$ cat config.mk
export PLATFORM = sky130hd
export DESIGN_NAME = cruise_bang_bang_controller_top_flat
export DESIGN_NICKNAME = d
export VERILOG_FILES = /design/src/hdl/cbb_pkg.sv /design/src/hdl/cbb_if.sv /design/src/hdl/cbb_front.sv /design/src/hdl/cbb_queue.sv /design/src/hdl/cbb_back.sv /design/src/hdl/cruise_bang_bang_controller_top.sv /design/src/flat_wrapper.sv
export VERILOG_INCLUDE_DIRS = /design/src /design/src/hdl
export SDC_FILE = /design/constraint.sdc
export NUM_CORES = 1
export LEC_CHECK = 0
export CORE_MARGIN = 2
export CORE_UTILIZATION = 54
export DETAILED_ROUTE_END_ITERATION = 16
export DONT_BUFFER_PORTS = 1
export GPL_ROUTABILITY_DRIVEN = 1
export PLACE_DENSITY = 0.7
export SKIP_LAST_GASP = 1
export SYNTH_ARGS = -nofsm -noshare
export SYNTH_HDL_FRONTEND = slang
export SYNTH_SLANG_ARGS = --single-unit
$ cat constraint.sdc
create_clock -name clk -period 9.96 [get_ports clk]
set_input_delay 1.992 -clock clk [delete_from_list [all_inputs] [get_ports clk]]
set_output_delay 1.992 -clock clk [all_outputs]
set_load 0.005 [all_outputs]
$ cat src/hdl/cruise_bang_bang_controller_top_macros.svh
// Assertion macros shared by the controller top level.
`ifndef CRUISE_BANG_BANG_CONTROLLER_TOP_MACROS_SVH
`define CRUISE_BANG_BANG_CONTROLLER_TOP_MACROS_SVH

// Check a condition in the same cycle as its trigger.
`define CBB_ASSERT_NOW(label, ante, cons, msg) \
	label: assert property (@(posedge clk) disable iff (!arst_n) (ante) |-> (cons)) \
		else $error(msg);

// Check a condition in the cycle after its trigger.
`define CBB_ASSERT_NEXT(label, ante, cons, msg) \
	label: assert property (@(posedge clk) disable iff (!arst_n) (ante) |=> (cons)) \
		else $error(msg);

`endif

$ cat src/hdl/cbb_pkg.sv
package cbb_pkg;

	// Event codes carried in the op field
	typedef enum logic [2:0] {
		OP_TICK       = 3'd0,
		OP_ACTIVATE   = 3'd1,
		OP_DEACTIVATE = 3'd2,
		OP_UP         = 3'd3,
		OP_DOWN       = 3'd4,
		OP_MANUAL     = 3'd5
	} op_t;

	// Status LED codes
	typedef enum logic [1:0] {
		LED_NONE  = 2'd0,
		LED_RED   = 2'd1,
		LED_GREEN = 2'd2,
		LED_BLUE  = 2'd3
	} led_t;

	// Configuration register indexes
	localparam int CFG_IDX_W  = 3;
	localparam int CFG_DATA_W = 16;
	localparam logic [CFG_IDX_W-1:0] REG_DEADBAND     = 3'd0;
	localparam logic [CFG_IDX_W-1:0] REG_ON_DUTY      = 3'd1;
	localparam logic [CFG_IDX_W-1:0] REG_OFF_DUTY     = 3'd2;
	localparam logic [CFG_IDX_W-1:0] REG_TARGET_INCR  = 3'd3;
	localparam logic [CFG_IDX_W-1:0] REG_SPEED_LIMIT  = 3'd4;
	localparam logic [CFG_IDX_W-1:0] REG_PERIOD_TICKS = 3'd5;

	// Register and state reset values
	localparam logic [7:0]  RST_DEADBAND     = 8'd5;
	localparam logic [6:0]  RST_ON_DUTY      = 7'd80;
	localparam logic [6:0]  RST_OFF_DUTY     = 7'd0;
	localparam logic [9:0]  RST_TARGET_INCR  = 10'd10;
	localparam logic [9:0]  RST_SPEED_LIMIT  = 10'd300;
	localparam logic [15:0] RST_PERIOD_TICKS = 16'd1000;
	localparam logic [9:0]  RST_TARGET       = 10'd100;

	// Duty ceiling in percent
	localparam logic [6:0] DUTY_MAX = 7'd100;

	// Divide by 100: floor(x * RECIP_K / 2^RECIP_SHIFT) is exact for x below 2^23
	localparam int          RECIP_SHIFT = 30;
	localparam logic [23:0] RECIP_K     = 24'd10737419;

	typedef struct packed {
		logic [7:0]  deadband;
		logic [6:0]  on_duty;
		logic [6:0]  off_duty;
		logic [9:0]  target_incr;
		logic [9:0]  speed_limit;
		logic [15:0] period_ticks;
	} cfg_regs_t;

	// Classified item passed from front to back
	typedef struct packed {
		logic       upd;
		logic [6:0] duty;
		led_t       led;
		logic       cruise_on;
		logic [9:0] target;
	} ctl_t;

	// Controller state seen by the top level
	typedef struct packed {
		logic       active;
		logic [9:0] target;
	} front_status_t;

endpackage

$ cat src/hdl/cbb_if.sv
// Command channel: one event per item
interface cbb_cmd_if;
	logic        valid;
	logic        ready;
	logic [2:0]  op;
	logic [15:0] measured_rpm;
	logic [6:0]  pedal_pct;
	modport source (output valid, output op, output measured_rpm, output pedal_pct,
		input ready);
	modport sink (input valid, input op, input measured_rpm, input pedal_pct,
		output ready);
endinterface

// Result channel: one result per event
interface cbb_res_if;
	logic        valid;
	logic        ready;
	logic [15:0] compare_value;
	logic        compare_update;
	logic        cruise_on;
	logic [9:0]  target_now;
	logic [1:0]  led_color;
	modport source (output valid, output compare_value, output compare_update,
		output cruise_on, output target_now, output led_color, input ready);
	modport sink (input valid, input compare_value, input compare_update,
		input cruise_on, input target_now, input led_color, output ready);
endinterface

// Configuration write channel
interface cbb_cfg_if;
	logic        valid;
	logic        ready;
	logic [2:0]  index;
	logic [15:0] data;
	modport source (output valid, output index, output data, input ready);
	modport sink (input valid, input index, input data, output ready);
endinterface

$ cat src/hdl/cbb_front.sv
module cbb_front
	import cbb_pkg::*;
(
	input  logic          clk,
	input  logic          arst_n,
	cbb_cmd_if.sink       cmd,
	input  cfg_regs_t     regs,
	input  logic          full,
	output logic          push,
	output ctl_t          push_data,
	output front_status_t st
);

	logic       active_q;
	logic [9:0] target_q;
	logic       active_d;
	logic [9:0] target_d;
	logic [16:0] rpm_plus_db;
	logic [10:0] upper;
	logic [10:0] up_sum;
	logic [6:0] on_clamp;
	logic [6:0] off_clamp;
	logic [6:0] pedal_clamp;
	op_t        op;

	// Take an item whenever the queue has room
	assign cmd.ready = !full;
	assign push      = cmd.valid && !full;
	assign op        = op_t'(cmd.op);

	// Clamp duties to 100 percent
	assign on_clamp    = (regs.on_duty > DUTY_MAX) ? DUTY_MAX : regs.on_duty;
	assign off_clamp   = (regs.off_duty > DUTY_MAX) ? DUTY_MAX : regs.off_duty;
	assign pedal_clamp = (cmd.pedal_pct > DUTY_MAX) ? DUTY_MAX : cmd.pedal_pct;

	// Band edges: rpm below target - deadband when rpm + deadband < target
	assign rpm_plus_db = {1'b0, cmd.measured_rpm} + {9'd0, regs.deadband};
	assign upper       = {1'b0, target_q} + {3'd0, regs.deadband};
	assign up_sum      = {1'b0, target_q} + {1'b0, regs.target_incr};

	// Classify the event and work out the next state
	always_comb begin
		active_d           = active_q;
		target_d           = target_q;
		push_data.upd      = 1'b0;
		push_data.duty     = off_clamp;
		push_data.led      = LED_NONE;
		unique case (op)
			OP_TICK: begin
				if (active_q) begin
					if (rpm_plus_db < {7'd0, target_q}) begin
						push_data.upd  = 1'b1;
						push_data.duty = on_clamp;
						push_data.led  = LED_BLUE;
					end else if ({1'b0, cmd.measured_rpm} > {6'd0, upper}) begin
						push_data.upd  = 1'b1;
						push_data.duty = off_clamp;
						push_data.led  = LED_GREEN;
					end
				end
			end
			OP_ACTIVATE: begin
				active_d = 1'b1;
			end
			OP_DEACTIVATE: begin
				active_d       = 1'b0;
				push_data.upd  = 1'b1;
				push_data.duty = off_clamp;
				push_data.led  = LED_RED;
			end
			OP_UP: begin
				target_d = (up_sum <= {1'b0, regs.speed_limit}) ? up_sum[9:0]
					: regs.speed_limit;
			end
			OP_DOWN: begin
				target_d = (target_q >= regs.target_incr) ? target_q - regs.target_incr
					: 10'd0;
			end
			OP_MANUAL: begin
				if (!active_q) begin
					push_data.upd  = 1'b1;
					push_data.duty = pedal_clamp;
				end
			end
			default: begin
			end
		endcase
		push_data.cruise_on = active_d;
		push_data.target    = target_d;
	end

	// Advance controller state on accept
	always_ff @(posedge clk or negedge arst_n) begin
		if (!arst_n) begin
			active_q <= 1'b0;
			target_q <= RST_TARGET;
		end else if (push) begin
			active_q <= active_d;
			target_q <= target_d;
		end
	end

	assign st.active = active_q;
	assign st.target = target_q;

endmodule

$ cat src/hdl/cbb_queue.sv
module cbb_queue
	import cbb_pkg::*;
#(
	parameter int DEPTH = 2
) (
	input  logic clk,
	input  logic arst_n,
	input  logic push,
	input  ctl_t push_data,
	input  logic pop,
	output ctl_t pop_data,
	output logic full,
	output logic empty
);

	localparam int PTR_W = $clog2(DEPTH);
	localparam int CNT_W = $clog2(DEPTH + 1);
	localparam logic [PTR_W-1:0] LAST = PTR_W'(DEPTH - 1);
	localparam logic [CNT_W-1:0] FULL_CNT = CNT_W'(DEPTH);

	ctl_t             entry_q [DEPTH];
	logic [PTR_W-1:0] wr_ptr_q;
	logic [PTR_W-1:0] rd_ptr_q;
	logic [CNT_W-1:0] count_q;
	logic             do_push;
	logic             do_pop;

	assign full     = (count_q == FULL_CNT);
	assign empty    = (count_q == '0);
	assign do_push  = push && !full;
	assign do_pop   = pop && !empty;
	assign pop_data = entry_q[rd_ptr_q];

	// Store pushed items
	always_ff @(posedge clk) begin
		if (do_push) begin
			entry_q[wr_ptr_q] <= push_data;
		end
	end

	// Advance pointers and count
	always_ff @(posedge clk or negedge arst_n) begin
		if (!arst_n) begin
			wr_ptr_q <= '0;
			rd_ptr_q <= '0;
			count_q  <= '0;
		end else begin
			if (do_push) begin
				wr_ptr_q <= (wr_ptr_q == LAST) ? '0 : wr_ptr_q + 1'b1;
			end
			if (do_pop) begin
				rd_ptr_q <= (rd_ptr_q == LAST) ? '0 : rd_ptr_q + 1'b1;
			end
			if (do_push && !do_pop) begin
				count_q <= count_q + 1'b1;
			end else if (do_pop && !do_push) begin
				count_q <= count_q - 1'b1;
			end
		end
	end

endmodule

$ cat src/hdl/cbb_back.sv
module cbb_back
	import cbb_pkg::*;
(
	input  logic      clk,
	input  logic      arst_n,
	input  cfg_regs_t regs,
	input  ctl_t      pop_data,
	input  logic      avail,
	output logic      pop,
	cbb_res_if.source res
);

	logic        en;
	logic        v_s1;
	logic        v_s2;
	logic        valid_q;
	ctl_t        ctl_s1;
	ctl_t        ctl_s2;
	logic [22:0] prod_s1;
	logic [15:0] ticks_s2;
	logic [46:0] recip_prod;
	logic [15:0] ticks_lim;
	logic [15:0] cmp_d;
	logic [15:0] cmp_q;
	ctl_t        ctl_q;

	// Whole pipeline moves when the output register is free or being taken
	assign en  = !valid_q || res.ready;
	assign pop = en && avail;

	// Divide the duty product by 100 through the reciprocal
	assign recip_prod = {24'd0, prod_s1} * {23'd0, RECIP_K};

	// Limit ticks to period - 1 and invert into the compare word
	always_comb begin
		ticks_lim = (ticks_s2 >= regs.period_ticks) ? regs.period_ticks - 16'd1 : ticks_s2;
		if (!ctl_s2.upd || regs.period_ticks == 16'd0) begin
			cmp_d = 16'd0;
		end else begin
			cmp_d = regs.period_ticks - 16'd1 - ticks_lim;
		end
	end

	// Hold valid bits
	always_ff @(posedge clk or negedge arst_n) begin
		if (!arst_n) begin
			v_s1    <= 1'b0;
			v_s2    <= 1'b0;
			valid_q <= 1'b0;
		end else if (en) begin
			v_s1    <= avail;
			v_s2    <= v_s1;
			valid_q <= v_s2;
		end
	end

	// Advance payload through multiply, divide and compare stages
	always_ff @(posedge clk) begin
		if (en) begin
			ctl_s1   <= pop_data;
			prod_s1  <= {16'd0, pop_data.duty} * {7'd0, regs.period_ticks};
			ctl_s2   <= ctl_s1;
			ticks_s2 <= recip_prod[RECIP_SHIFT+15:RECIP_SHIFT];
			ctl_q    <= ctl_s2;
			cmp_q    <= cmp_d;
		end
	end

	assign res.valid          = valid_q;
	assign res.compare_value  = cmp_q;
	assign res.compare_update = ctl_q.upd;
	assign res.cruise_on      = ctl_q.cruise_on;
	assign res.target_now     = ctl_q.target;
	assign res.led_color      = ctl_q.led;

endmodule

$ cat src/hdl/cruise_bang_bang_controller_top.sv
// Cruise controller with a deadband around the target speed.
// Channels: cmd takes one event per item (op, measured_rpm, pedal_pct); res returns
// exactly one item per event, in order (compare word, update flag, cruise flag,
// target, LED code); cfg writes register <index> with <data> and is always ready.
// Registers: 0 deadband, 1 on duty, 2 off duty, 3 speed step, 4 speed limit,
// 5 PWM period. Write them only while no event is in flight.
// Path: an accepted event is written into the queue, then passes the duty multiply,
// the divide by 100 and the compare output register before its result is valid.
// Throughput: one event per cycle while the queue has room; the front updates cruise
// state in the cycle it accepts an event, and the back is a three-stage pipeline.
// Stall: while res is held the back pipeline freezes; the queue between front
// and back then fills and cmd.ready drops once it is full.
// Reset: cruise off, target 100, registers at their defaults, queue and
// pipeline empty.
`include "cruise_bang_bang_controller_top_macros.svh"

module cruise_bang_bang_controller_top
	import cbb_pkg::*;
#(
	parameter int QUEUE_DEPTH = 2
) (
	input  logic      clk,
	input  logic      arst_n,
	cbb_cmd_if.sink   cmd,
	cbb_res_if.source res,
	cbb_cfg_if.sink   cfg
);

	cfg_regs_t     regs_q;
	ctl_t          push_data;
	ctl_t          pop_data;
	logic          push;
	logic          pop;
	logic          full;
	logic          empty;
	front_status_t st;

	// Accept register writes every cycle
	assign cfg.ready = 1'b1;

	always_ff @(posedge clk or negedge arst_n) begin
		if (!arst_n) begin
			regs_q.deadband     <= RST_DEADBAND;
			regs_q.on_duty      <= RST_ON_DUTY;
			regs_q.off_duty     <= RST_OFF_DUTY;
			regs_q.target_incr  <= RST_TARGET_INCR;
			regs_q.speed_limit  <= RST_SPEED_LIMIT;
			regs_q.period_ticks <= RST_PERIOD_TICKS;
		end else if (cfg.valid) begin
			unique case (cfg.index)
				REG_DEADBAND:     regs_q.deadband     <= cfg.data[7:0];
				REG_ON_DUTY:      regs_q.on_duty      <= cfg.data[6:0];
				REG_OFF_DUTY:     regs_q.off_duty     <= cfg.data[6:0];
				REG_TARGET_INCR:  regs_q.target_incr  <= cfg.data[9:0];
				REG_SPEED_LIMIT:  regs_q.speed_limit  <= cfg.data[9:0];
				REG_PERIOD_TICKS: regs_q.period_ticks <= cfg.data;
				default: begin
				end
			endcase
		end
	end

	cbb_front u_front (
		.clk       (clk),
		.arst_n    (arst_n),
		.cmd       (cmd),
		.regs      (regs_q),
		.full      (full),
		.push      (push),
		.push_data (push_data),
		.st        (st)
	);

	cbb_queue #(
		.DEPTH (QUEUE_DEPTH)
	) u_queue (
		.clk       (clk),
		.arst_n    (arst_n),
		.push      (push),
		.push_data (push_data),
		.pop       (pop),
		.pop_data  (pop_data),
		.full      (full),
		.empty     (empty)
	);

	cbb_back u_back (
		.clk      (clk),
		.arst_n   (arst_n),
		.regs     (regs_q),
		.pop_data (pop_data),
		.avail    (!empty),
		.pop      (pop),
		.res      (res)
	);

	// A result without a compare write carries a zero word and no LED change
	`CBB_ASSERT_NOW(a_no_update_zero, res.valid && !res.compare_update, res.compare_value == 16'd0 && res.led_color == LED_NONE, "result without update carries data")
	// A written compare word stays below a nonzero period and is zero for a zero period
	`CBB_ASSERT_NOW(a_cmp_in_period, res.valid && res.compare_update, res.compare_value < regs_q.period_ticks || (regs_q.period_ticks == 16'd0 && res.compare_value == 16'd0), "compare word out of period")
	// Deactivate always clears the cruise flag
	`CBB_ASSERT_NEXT(a_deact_clears, cmd.valid && cmd.ready && cmd.op == OP_DEACTIVATE, !st.active, "cruise still active after deactivate")
	// Target up never leaves the target above the limit
	`CBB_ASSERT_NEXT(a_up_limited, cmd.valid && cmd.ready && cmd.op == OP_UP, st.target <= regs_q.speed_limit, "target above limit after step up")

endmodule
$ cat src/flat_wrapper.sv
// flat-port wrapper written by rule: the top's interface ports become plain ports
module cruise_bang_bang_controller_top_flat import cbb_pkg::*;
#(
	parameter int QUEUE_DEPTH = 2
)
  (clk, arst_n, cmd_valid, cmd_op, cmd_measured_rpm, cmd_pedal_pct, cmd_ready, res_valid, res_compare_value, res_compare_update, res_cruise_on, res_target_now, res_led_color, res_ready, cfg_valid, cfg_index, cfg_data, cfg_ready);
  cbb_cmd_if cmd_i ();
  cbb_res_if res_i ();
  cbb_cfg_if cfg_i ();
  input  logic clk;
  input  logic arst_n;
  input wire logic [$bits(cmd_i.valid)-1:0] cmd_valid;
  input wire logic [$bits(cmd_i.op)-1:0] cmd_op;
  input wire logic [$bits(cmd_i.measured_rpm)-1:0] cmd_measured_rpm;
  input wire logic [$bits(cmd_i.pedal_pct)-1:0] cmd_pedal_pct;
  output wire logic [$bits(cmd_i.ready)-1:0] cmd_ready;
  output wire logic [$bits(res_i.valid)-1:0] res_valid;
  output wire logic [$bits(res_i.compare_value)-1:0] res_compare_value;
  output wire logic [$bits(res_i.compare_update)-1:0] res_compare_update;
  output wire logic [$bits(res_i.cruise_on)-1:0] res_cruise_on;
  output wire logic [$bits(res_i.target_now)-1:0] res_target_now;
  output wire logic [$bits(res_i.led_color)-1:0] res_led_color;
  input wire logic [$bits(res_i.ready)-1:0] res_ready;
  input wire logic [$bits(cfg_i.valid)-1:0] cfg_valid;
  input wire logic [$bits(cfg_i.index)-1:0] cfg_index;
  input wire logic [$bits(cfg_i.data)-1:0] cfg_data;
  output wire logic [$bits(cfg_i.ready)-1:0] cfg_ready;
  assign cmd_i.valid = cmd_valid;
  assign cmd_i.op = cmd_op;
  assign cmd_i.measured_rpm = cmd_measured_rpm;
  assign cmd_i.pedal_pct = cmd_pedal_pct;
  assign cmd_ready = cmd_i.ready;
  assign res_valid = res_i.valid;
  assign res_compare_value = res_i.compare_value;
  assign res_compare_update = res_i.compare_update;
  assign res_cruise_on = res_i.cruise_on;
  assign res_target_now = res_i.target_now;
  assign res_led_color = res_i.led_color;
  assign res_i.ready = res_ready;
  assign cfg_i.valid = cfg_valid;
  assign cfg_i.index = cfg_index;
  assign cfg_i.data = cfg_data;
  assign cfg_ready = cfg_i.ready;
  cruise_bang_bang_controller_top #(.QUEUE_DEPTH(QUEUE_DEPTH)) u_core (.clk(clk), .arst_n(arst_n), .cmd(cmd_i), .res(res_i), .cfg(cfg_i));
endmodule
==> results, run 1 <==
- The routed design could run at a clock period as short as 7.56 ns.
- Clock-pin slew was measured on the worst setup and hold paths at 0.06 ns.
- The violation count after the first detailed-route iteration is 944.
- The total die area is 46600 µm².
- Routability-driven placement finished with a final weighted congestion of 0.961.
- Once the clock tree was built, the setup fixing pass inserted 0 buffers.
- The kind of start point of the critical path is a flop.
- The antenna diode instance count is 0.
- In this run the tightest slew margin relative to its limit is 22.9%.
- In this run the worst hold path is classified as flop to flop.
- The primary flip-flop cell chosen by synthesis mapping is edfxtp_1.
- The flow ran to the end, and the final reports show no timing, DRC or antenna violations.
- The worst setup path is captured at a flop.
- The first global-routing pass estimated 92400 µm of wire.
- The gate count of the mapped netlist is 2317.
- The maximum count of clock buffers along a single path is 3.
- The critical path's largest stage delay is 0.71 ns.
- The height of the die is 216 µm.
- The pin count of the biggest net entering global routing is 77.
- The total DRC errors in the routed layout is 0.
- The depth of the CTS H-tree is 1.
- In this run, synthesis produced a sequential element count of 215.
- Detailed routing inserted a total of 16200 vias.
- The critical path is of the flop to flop type.
- In the finished design, the share of the clock period the worst path needs comes to 75.9%.
- Across the whole layout, storage elements account for 6100 µm².
- The initial core utilization is 54.7%.
- The slowest stage of the critical path is the a2111oi_2 cell.
- The via count of the first global-routing pass is 17200.
- Summing every instance area after synthesis gives 24300 µm².
- Counting flops with a built-in enable in the synthesized netlist gives 139.
- The area growth from synthesis to final layout is 5.85%.
- The number of gates resized after CTS is 0.
- The warning count from the yosys run is 0.
- Adding up every negative setup slack in the final design gives 0 ns.
- Dividing the detail-routed wire length by the instance count gives 19.8 µm.
- TritonCTS built the clock tree.
- Cells with a size suffix above 1 make up 7.20% of the layout.
- Derived from the worst setup path, the maximum achievable clock frequency is 132 MHz.
- Of all nets on the critical path, the largest fanout is 7.
- The total nets after synthesis is 3015.
- The area share of the leading cell type in the synthesized netlist is 22.1%.
- Traced cell by cell, the critical path runs through inv_1, fa_1, inv_1, fa_1, inv_1, fa_1, fa_1, inv_1, fa_1, fa_1, inv_1, fa_1, inv_1, ha_1, a21oi_1, o21ai_0, a41oi_1, a21oi_1, a2111oi_2, o21ai_0, a311oi_1, o21ai_0, xor2_1.
- The hold buffer count at cts is 0.
- The total routing resource utilization after global routing is 25.4%.
- After synthesis, the netlist uses 77 different library cells.
- The total half-perimeter wirelength after legalization and detailed placement is 47900 µm.
- For the worst-skew pair, the clock arrives at the later sink with an insertion delay of 0.56 ns.
- Summing the sequential cell areas from Yosys gives 25.1% of the chip area.
- Port buffering added 0 buffers.
- The total core area is 44300 µm².
- The number of top-level pins is 83.
- The area occupied by multi-input gates is 16200 µm².
- The final number of setup-violating endpoints is 0.
- The number of rows created at floorplan is 77.
- The width of the chip is 216 µm.
- The most area-hungry cell type in the Yosys netlist is fa_1.
- The number of max-cap violations is 0.
- In this run the remaining antenna-violating nets after routing total 0.
- At the end of the flow, the number of nets in the layout was 3001.
- The proportion of register bits with asynchronous set or reset after synthesis is 35.3%.
- The hold violation count in the final report is 0.
- The filler cells instantiated in the layout total 3764.
- The worst endpoint data arrival time is 7.86 ns.
- The final max-slew violation count is 0.
- After global routing the overflow that remains totals 0.
- TritonCTS created 24 clock buffers.
- At the worst endpoint, the required time is 10.26 ns.
- The initial antenna violation count is 0.
- At the pin with the least slew margin, the transition time is 1.16 ns.
- The most prevalent standard cell on the critical path is fa_1.
- Between clock sinks in the finished design, the worst skew comes to 0.0100 ns.
- For this block, the routed nets add up to 57700 µm of wire.
- After detailed routing, the number of vias per cell comes to 5.58.
- Setup repair after global routing left no endpoint under its margin.
- The number of clock sinks is 215.
- The pre-antenna-repair detailed-routing pass consisted of 6 iterations.
- The root buffer cell is clkbuf_16.
- By area the synthesized netlist is led by fa_1 (22%), ha_1 (20%), edfxtp_1 (17%).
- A synthesized cell averages 10.5 µm².
[cells in the mapped netlist, types with 20 or more instances]
master,number
o21ai_0,44
nand2_1,148
nor3_1,33
inv_1,481
and2_1,20
o21a_1,23
a21o_1,42
ha_1,380
mux2i_1,24
a21oi_1,73
fa_1,268
edfxtp_1,139
clkbuf_1,43
xor2_1,26
nor2_1,100
mux2_2,75
dfrtp_1,57
xnor2_1,68
[final timing paths]
kind / start / end / slack [ns] / cells after the start
worst max register to register: u_core.u_back.prod_s1[6]$_DFFE_PN_ / u_core.u_back.ticks_s2[10]$_DFFE_PN_ / 2.40 / 23
worst max-delay path: u_core.u_back.prod_s1[6]$_DFFE_PN_ / u_core.u_back.ticks_s2[10]$_DFFE_PN_ / 2.40 / 23
max in group asynchronous: arst_n / u_core.u_front.target_q[5]$_DFFE_PN1P_ / 8.57 / 0
min in group asynchronous: arst_n / u_core.u_queue.count_q[1]$_DFFE_PN0P_ / 1.13 / 0
worst min register to register: u_core.u_back.ctl_s1[2]$_DFFE_PN_ / u_core.u_back.ctl_s2[2]$_DFFE_PN_ / 0.42 / 0
worst min-delay path: u_core.u_back.ctl_s1[2]$_DFFE_PN_ / u_core.u_back.ctl_s2[2]$_DFFE_PN_ / 0.42 / 0
[layer usage]
metal | wire (µm) | up-vias | global-route usage (%)
met5 | 0 | - | 0
met4 | 2280 | 0 | 8.68
met3 | 3660 | 106 | 4.75
met2 | 26900 | 468 | 42.1
met1 | 24900 | 8014 | 33.6
li1 | - | 7660 | -
[cell usage in the layout (no fill, tap or decap), types with 42 or more instances in the layout]
cell type  count
a21o_1        42
a21oi_1       72
dfrtp_1       57
edfxtp_1     139
fa_1         268
ha_1         380
inv_1        481
mux2_2        75
nand2_1      148
nor2_1        99
o21ai_0       44
xnor2_1       68
[through the flow]
step / std cells / setup WS (ns) / hold slack, ns / instance area, µm² / util, %
2_1_floorplan: 2317 / 3.22 / 0.400 / 24300 / -
5_1_grt: 2913 / 2.00 / 0.432 / 25700 / 57.9
3_3_place_gp: 2869 / 2.58 / 0.404 / 24900 / 56.2
4_1_cts: 2913 / 2.40 / 0.422 / 25700 / 57.9
3_5_place_dp: 2869 / 2.42 / 0.405 / 24900 / 56.2
6_report: 2913 / 2.40 / 0.419 / 25700 / 57.9
[flip-flops by register name (all words and copies together), names as in the netlist, 10 cells and up]
name,count
u_core.regs_q,58
u_core.u_back.res.target_now,10
u_core.u_queue.entry_q,42
u_core.u_back.prod_s1,23
u_core.u_back.ctl_s2,14
u_core.u_back.ticks_s2,16
u_core.u_front.target_q,10
u_core.u_back.res.compare_value,16
u_core.u_back.ctl_s1,14
[cell type report]
cell class,count,area share [%]
multi-input combinational,1574,63.0
tap,592,2.88
sequential,215,23.8
clock inverter,17,0.658
clock buffer,27,2.42
timing repair buffer,7,0.205
inverter,481,7.03
[worst max-delay path: cells and delay by family (launching register included)]
kind	cells	cell delay (ns)
buffers and inverters	6	0.46
AO/OA/AOI/OAI	8	2.33
flip-flops	1	0.53
XOR/XNOR	1	0.16
adder cells (fa/ha/maj)	8	3.85
[cell families after synthesis]
logic type / share of synthesized area (%)
AOI/OAI and AO/OA: 8.69
xor gates and xnor gates: 3.39
adders and majority gates: 41.7
buffers and inverters: 8.22
DFF: 25.1
muxes: 4.47
other: 0.0155
and+or+nand+nor: 8.35
Power of run 1 is not shown: default switching activity piles up to over one toggle a cycle in this logic, so the estimate is an artifact.
==> run 2, diff against run 1 <==
--- a/config.mk
+++ b/config.mk
@@ -11,7 +11,7 @@
 export DETAILED_ROUTE_END_ITERATION = 16
 export DONT_BUFFER_PORTS = 1
 export GPL_ROUTABILITY_DRIVEN = 1
-export PLACE_DENSITY = 0.7
+export PLACE_DENSITY = 0.73
 export SKIP_LAST_GASP = 1
 export SYNTH_ARGS = -nofsm -noshare
 export SYNTH_HDL_FRONTEND = slang
==> constraint.sdc (replaced) <==
create_clock -name clk -period 6.2 [get_ports clk]
set_input_delay 1.24 -clock clk [delete_from_list [all_inputs] [get_ports clk]]
set_output_delay 1.24 -clock clk [all_outputs]
set_load 0.005 [all_outputs]
==> run 2 against run 1 <==
Effect of this change:
- the run now ends with setup timing left
- final cell count rose by 5.0%
- register-to-register slack got worse by 2.7 ns
- non-clock buffer count rose by 141
- highest routed layer unchanged
- worst hold slack got worse by 0.042 ns
- clock skew up 0.0013 ns
==> results, run 2 (synthesized netlist as in run 1, its figures left out) <==
- The register with the most flip-flops in the layout has 58 of them.
- The total core area is 44300 µm².
- The depth of the CTS H-tree is 1.
- The final number of setup-violating endpoints is 10.
- The worst register-to-register path ends at u_core.u_back.ticks_s2[15]$_DFFE_PN_.
- The final max-slew violation count is 0.
- Port buffering added 0 buffers.
- The total half-perimeter wirelength after legalization and detailed placement is 49700 µm.
- The antenna diode instance count is 0.
- The setup slack on the worst flop-to-flop path is -0.26 ns.
- The remaining max-slew budget at the tightest pin is 12.6%.
- Measured along the x axis, the die boundary spans 216 µm.
- The clock network latency to the later pin of the worst-skew pair is 0.56 ns.
- The highest signal layer in the routed design is met4.
- The library cell used most frequently in the layout, excluding fill and tap cells, is inv_1.
- The clock transition time at the flip-flop clock pins of the worst setup and hold paths is 0.06 ns.
- The finished layout holds 3058 standard cells, fillers aside.
- In the layout the commonest cells are inv_1 (455), ha_1 (357), fa_1 (250).
- The endpoint of the most critical setup path is u_core.u_back.ticks_s2[15]$_DFFE_PN_.
- The number of top-level pins is 83.
- In the global route stage, overall resource usage came out at 26.4%.
- The beginning of the critical path is u_core.u_back.prod_s1[12]$_DFFE_PN_.
- The pre-antenna-repair detailed-routing pass consisted of 7 iterations.
- The kind of start point of the critical path is a flop.
- The peak clock frequency supported by timing is 155 MHz.
- Hold timing on the final database bottoms out at a slack of 0.377 ns.
- The routed layout has 17000 vias.
- The die covers 46600 µm².
- Dividing the detail-routed wire length by the instance count gives 19.9 µm.
- The number of buffers created by CTS is 26.
- The initial antenna violation count is 0.
- The via count of the first global-routing pass came to 18000.
- The critical path goes through buf_6, fa_2, fa_2, fa_2, inv_2, fa_2, fa_2, fa_1, fa_1, ha_2, or3_4, o2111ai_4, a21oi_4, a211o_1, a311oi_4, a21oi_2, a21oi_2, xnor2_1.
- The most prevalent standard cell on the critical path is fa_2.
- In this run, the number of DRC markers left after iteration 0 of detailed routing was 945.
- The longest clock path from root to sink contains 3 buffers.
- Routability-driven placement finished with a final weighted congestion of 0.975.
- After detailed routing, the wire length on met1 is 25200 µm.
- The number of placed instances, taps included, is 2973.
- The kind of capture point of the worst setup path is a flop.
- The hold violation count in the final report came to 0.
- At the worst endpoint, the required time is 6.51 ns.
- Across the run, the number of max-cap violations was 0.
- In this run the remaining antenna-violating nets after routing total 0.
- The fraction of layout cells with a size suffix above 1 is 16.8%.
- The root buffer cell is clkbuf_16.
- The clock period minus worst slack is 6.46 ns.
- The routed length on met3 is 3620 µm.
- The total DRC errors in the routed layout is 0.
- From synthesis to final layout, the design area changed by 13.1%.
- The clock tree from TritonCTS is built.
- The number of clock sinks is 215.
- The path depth of the worst reg2reg path is 18.
- The worst endpoint data arrival time is 6.77 ns.
- In the finished design, the share of the clock period the worst path needs comes to 104%.
- The floorplan has 77 rows.
- For the final database, setup skew stands at 0.0114 ns.
- The path type of the worst setup path is flop to flop.
- The initial core utilization is 54.7%.
- Entering global routing, the biggest net connects 77 pins.
- The height of the die is 216 µm.
- Among all stages on the critical path, the largest delay is contributed by fa_2.
- For the pin with the worst max-slew slack, the measured transition is 1.31 ns.
- The flow ran to the end, but the final reports show violations.
- The checks that failed: setup timing.
- In the routed layout, each cell is associated on average with a via count of 5.55.
- Setup slack on the critical path of the routed design comes to -0.256 ns.
- The path category of the worst min-delay check is input pin to async pin.
- The total met2 wirelength after detailed routing is 29100 µm.
- For this run, the slowest stage of the critical path takes 0.58 ns.
- The aggregate routed wire length is 60800 µm.
- After global routing the overflow that remains totals 0.
- The first global-routing pass estimated 96100 µm of wire.
- The number of nets in the final layout is 3144.
- The maximum fanout encountered on the critical timing path is 3.
- In this run the critical register-to-register path is launched from u_core.u_back.prod_s1[12]$_DFFE_PN_.
- The register with the most flip-flops in the final layout is u_core.regs_q.
- OpenSTA, run right after detailed placement, puts the worst setup slack at -0.397 ns.
- The largest registers in the layout are u_core.regs_q: 58 flops, u_core.u_queue.entry_q: 42 flops, u_core.u_back.prod_s1: 23 flops.
- Setup repair after global routing could not meet its margin everywhere.
[run 2: cell types whose count changed in the layout (fill, tap and decap cells not counted), sizes merged]
cell      previous run  this run
buf                  7       148
clkinv              11         6
clkbuf              27        32
inv                485       487
bufinv               1         0
clkinvlp             1         4
[run 2: worst min path at each step]
stage | startpoint | to | slack, ns
floorplan | u_core.u_back.ctl_s1[0]$_DFFE_PN_ | u_core.u_back.ctl_s2[0]$_DFFE_PN_ | 0.40
global placement | u_core.u_back.ctl_s2[12]$_DFFE_PN_ | u_core.u_back.res.led_color[1]$_DFFE_PN_ | 0.40
detailed placement | u_core.u_back.ctl_s1[0]$_DFFE_PN_ | u_core.u_back.ctl_s2[0]$_DFFE_PN_ | 0.40
CTS | arst_n | u_core.regs_q[53]$_DFFE_PN0P_ | 0.35
global route | arst_n | u_core.u_back.v_s2$_DFFE_PN0N_ | 0.36
finish | arst_n | u_core.u_back.v_s1$_DFFE_PN0N_ | 0.38
[run 2: worst max-delay path, delay by kind of cell, from the launching register on]
family	cells	cell delay (ns)
buffers and inverters	2	0.22
AOI/OAI and AO/OA	6	1.39
adders and majority gates	8	3.59
and+or+nand+nor	1	0.41
xor gates and xnor gates	1	0.07
DFF	1	0.51
[run 2: cell type report]
type                       count  area, µm²
clock buffer                  32        693
clock inverter                16        151
fill                        3566      16900
inverter                     481       1810
multi-input combinational   1574      16800
sequential                   215       6100
tap                          592        741
timing repair buffer         148       1150
[run 2: timing repair]
| item | in CTS | in global routing |
|---|---|---|
| setup endpoints to repair | 14 | 17 |
| pin swaps | 46 | 72 |
| resized for setup | 44 | 73 |
| endpoints found under the hold margin | 0 | 0 |
| setup buffers | 22 | 17 |
| hold buffers | 0 | 0 |
| gates cloned | 0 | 0 |
[run 2: through the flow]
| stage | instance area (µm²) | TNS [ns] | utilization (%) |
|---|---|---|---|
| 5_1_grt | 27400 | -2.91 | 61.9 |
| 3_3_place_gp | 25800 | -1.34 | 58.2 |
| 4_1_cts | 27000 | -0.628 | 60.9 |
| 6_report | 27400 | -1.21 | 61.9 |
| 3_5_place_dp | 25800 | -2.54 | 58.2 |
| 2_1_floorplan | 24400 | 0 | - |
[run 2: layer usage]
metal,vias to the layer above,track usage (%)
met4,0,11.1
li1,7945,-
met1,8410,33.9
met3,132,4.55
met5,-,0
met2,494,44.3
Power of run 2 is left out for the same reason.
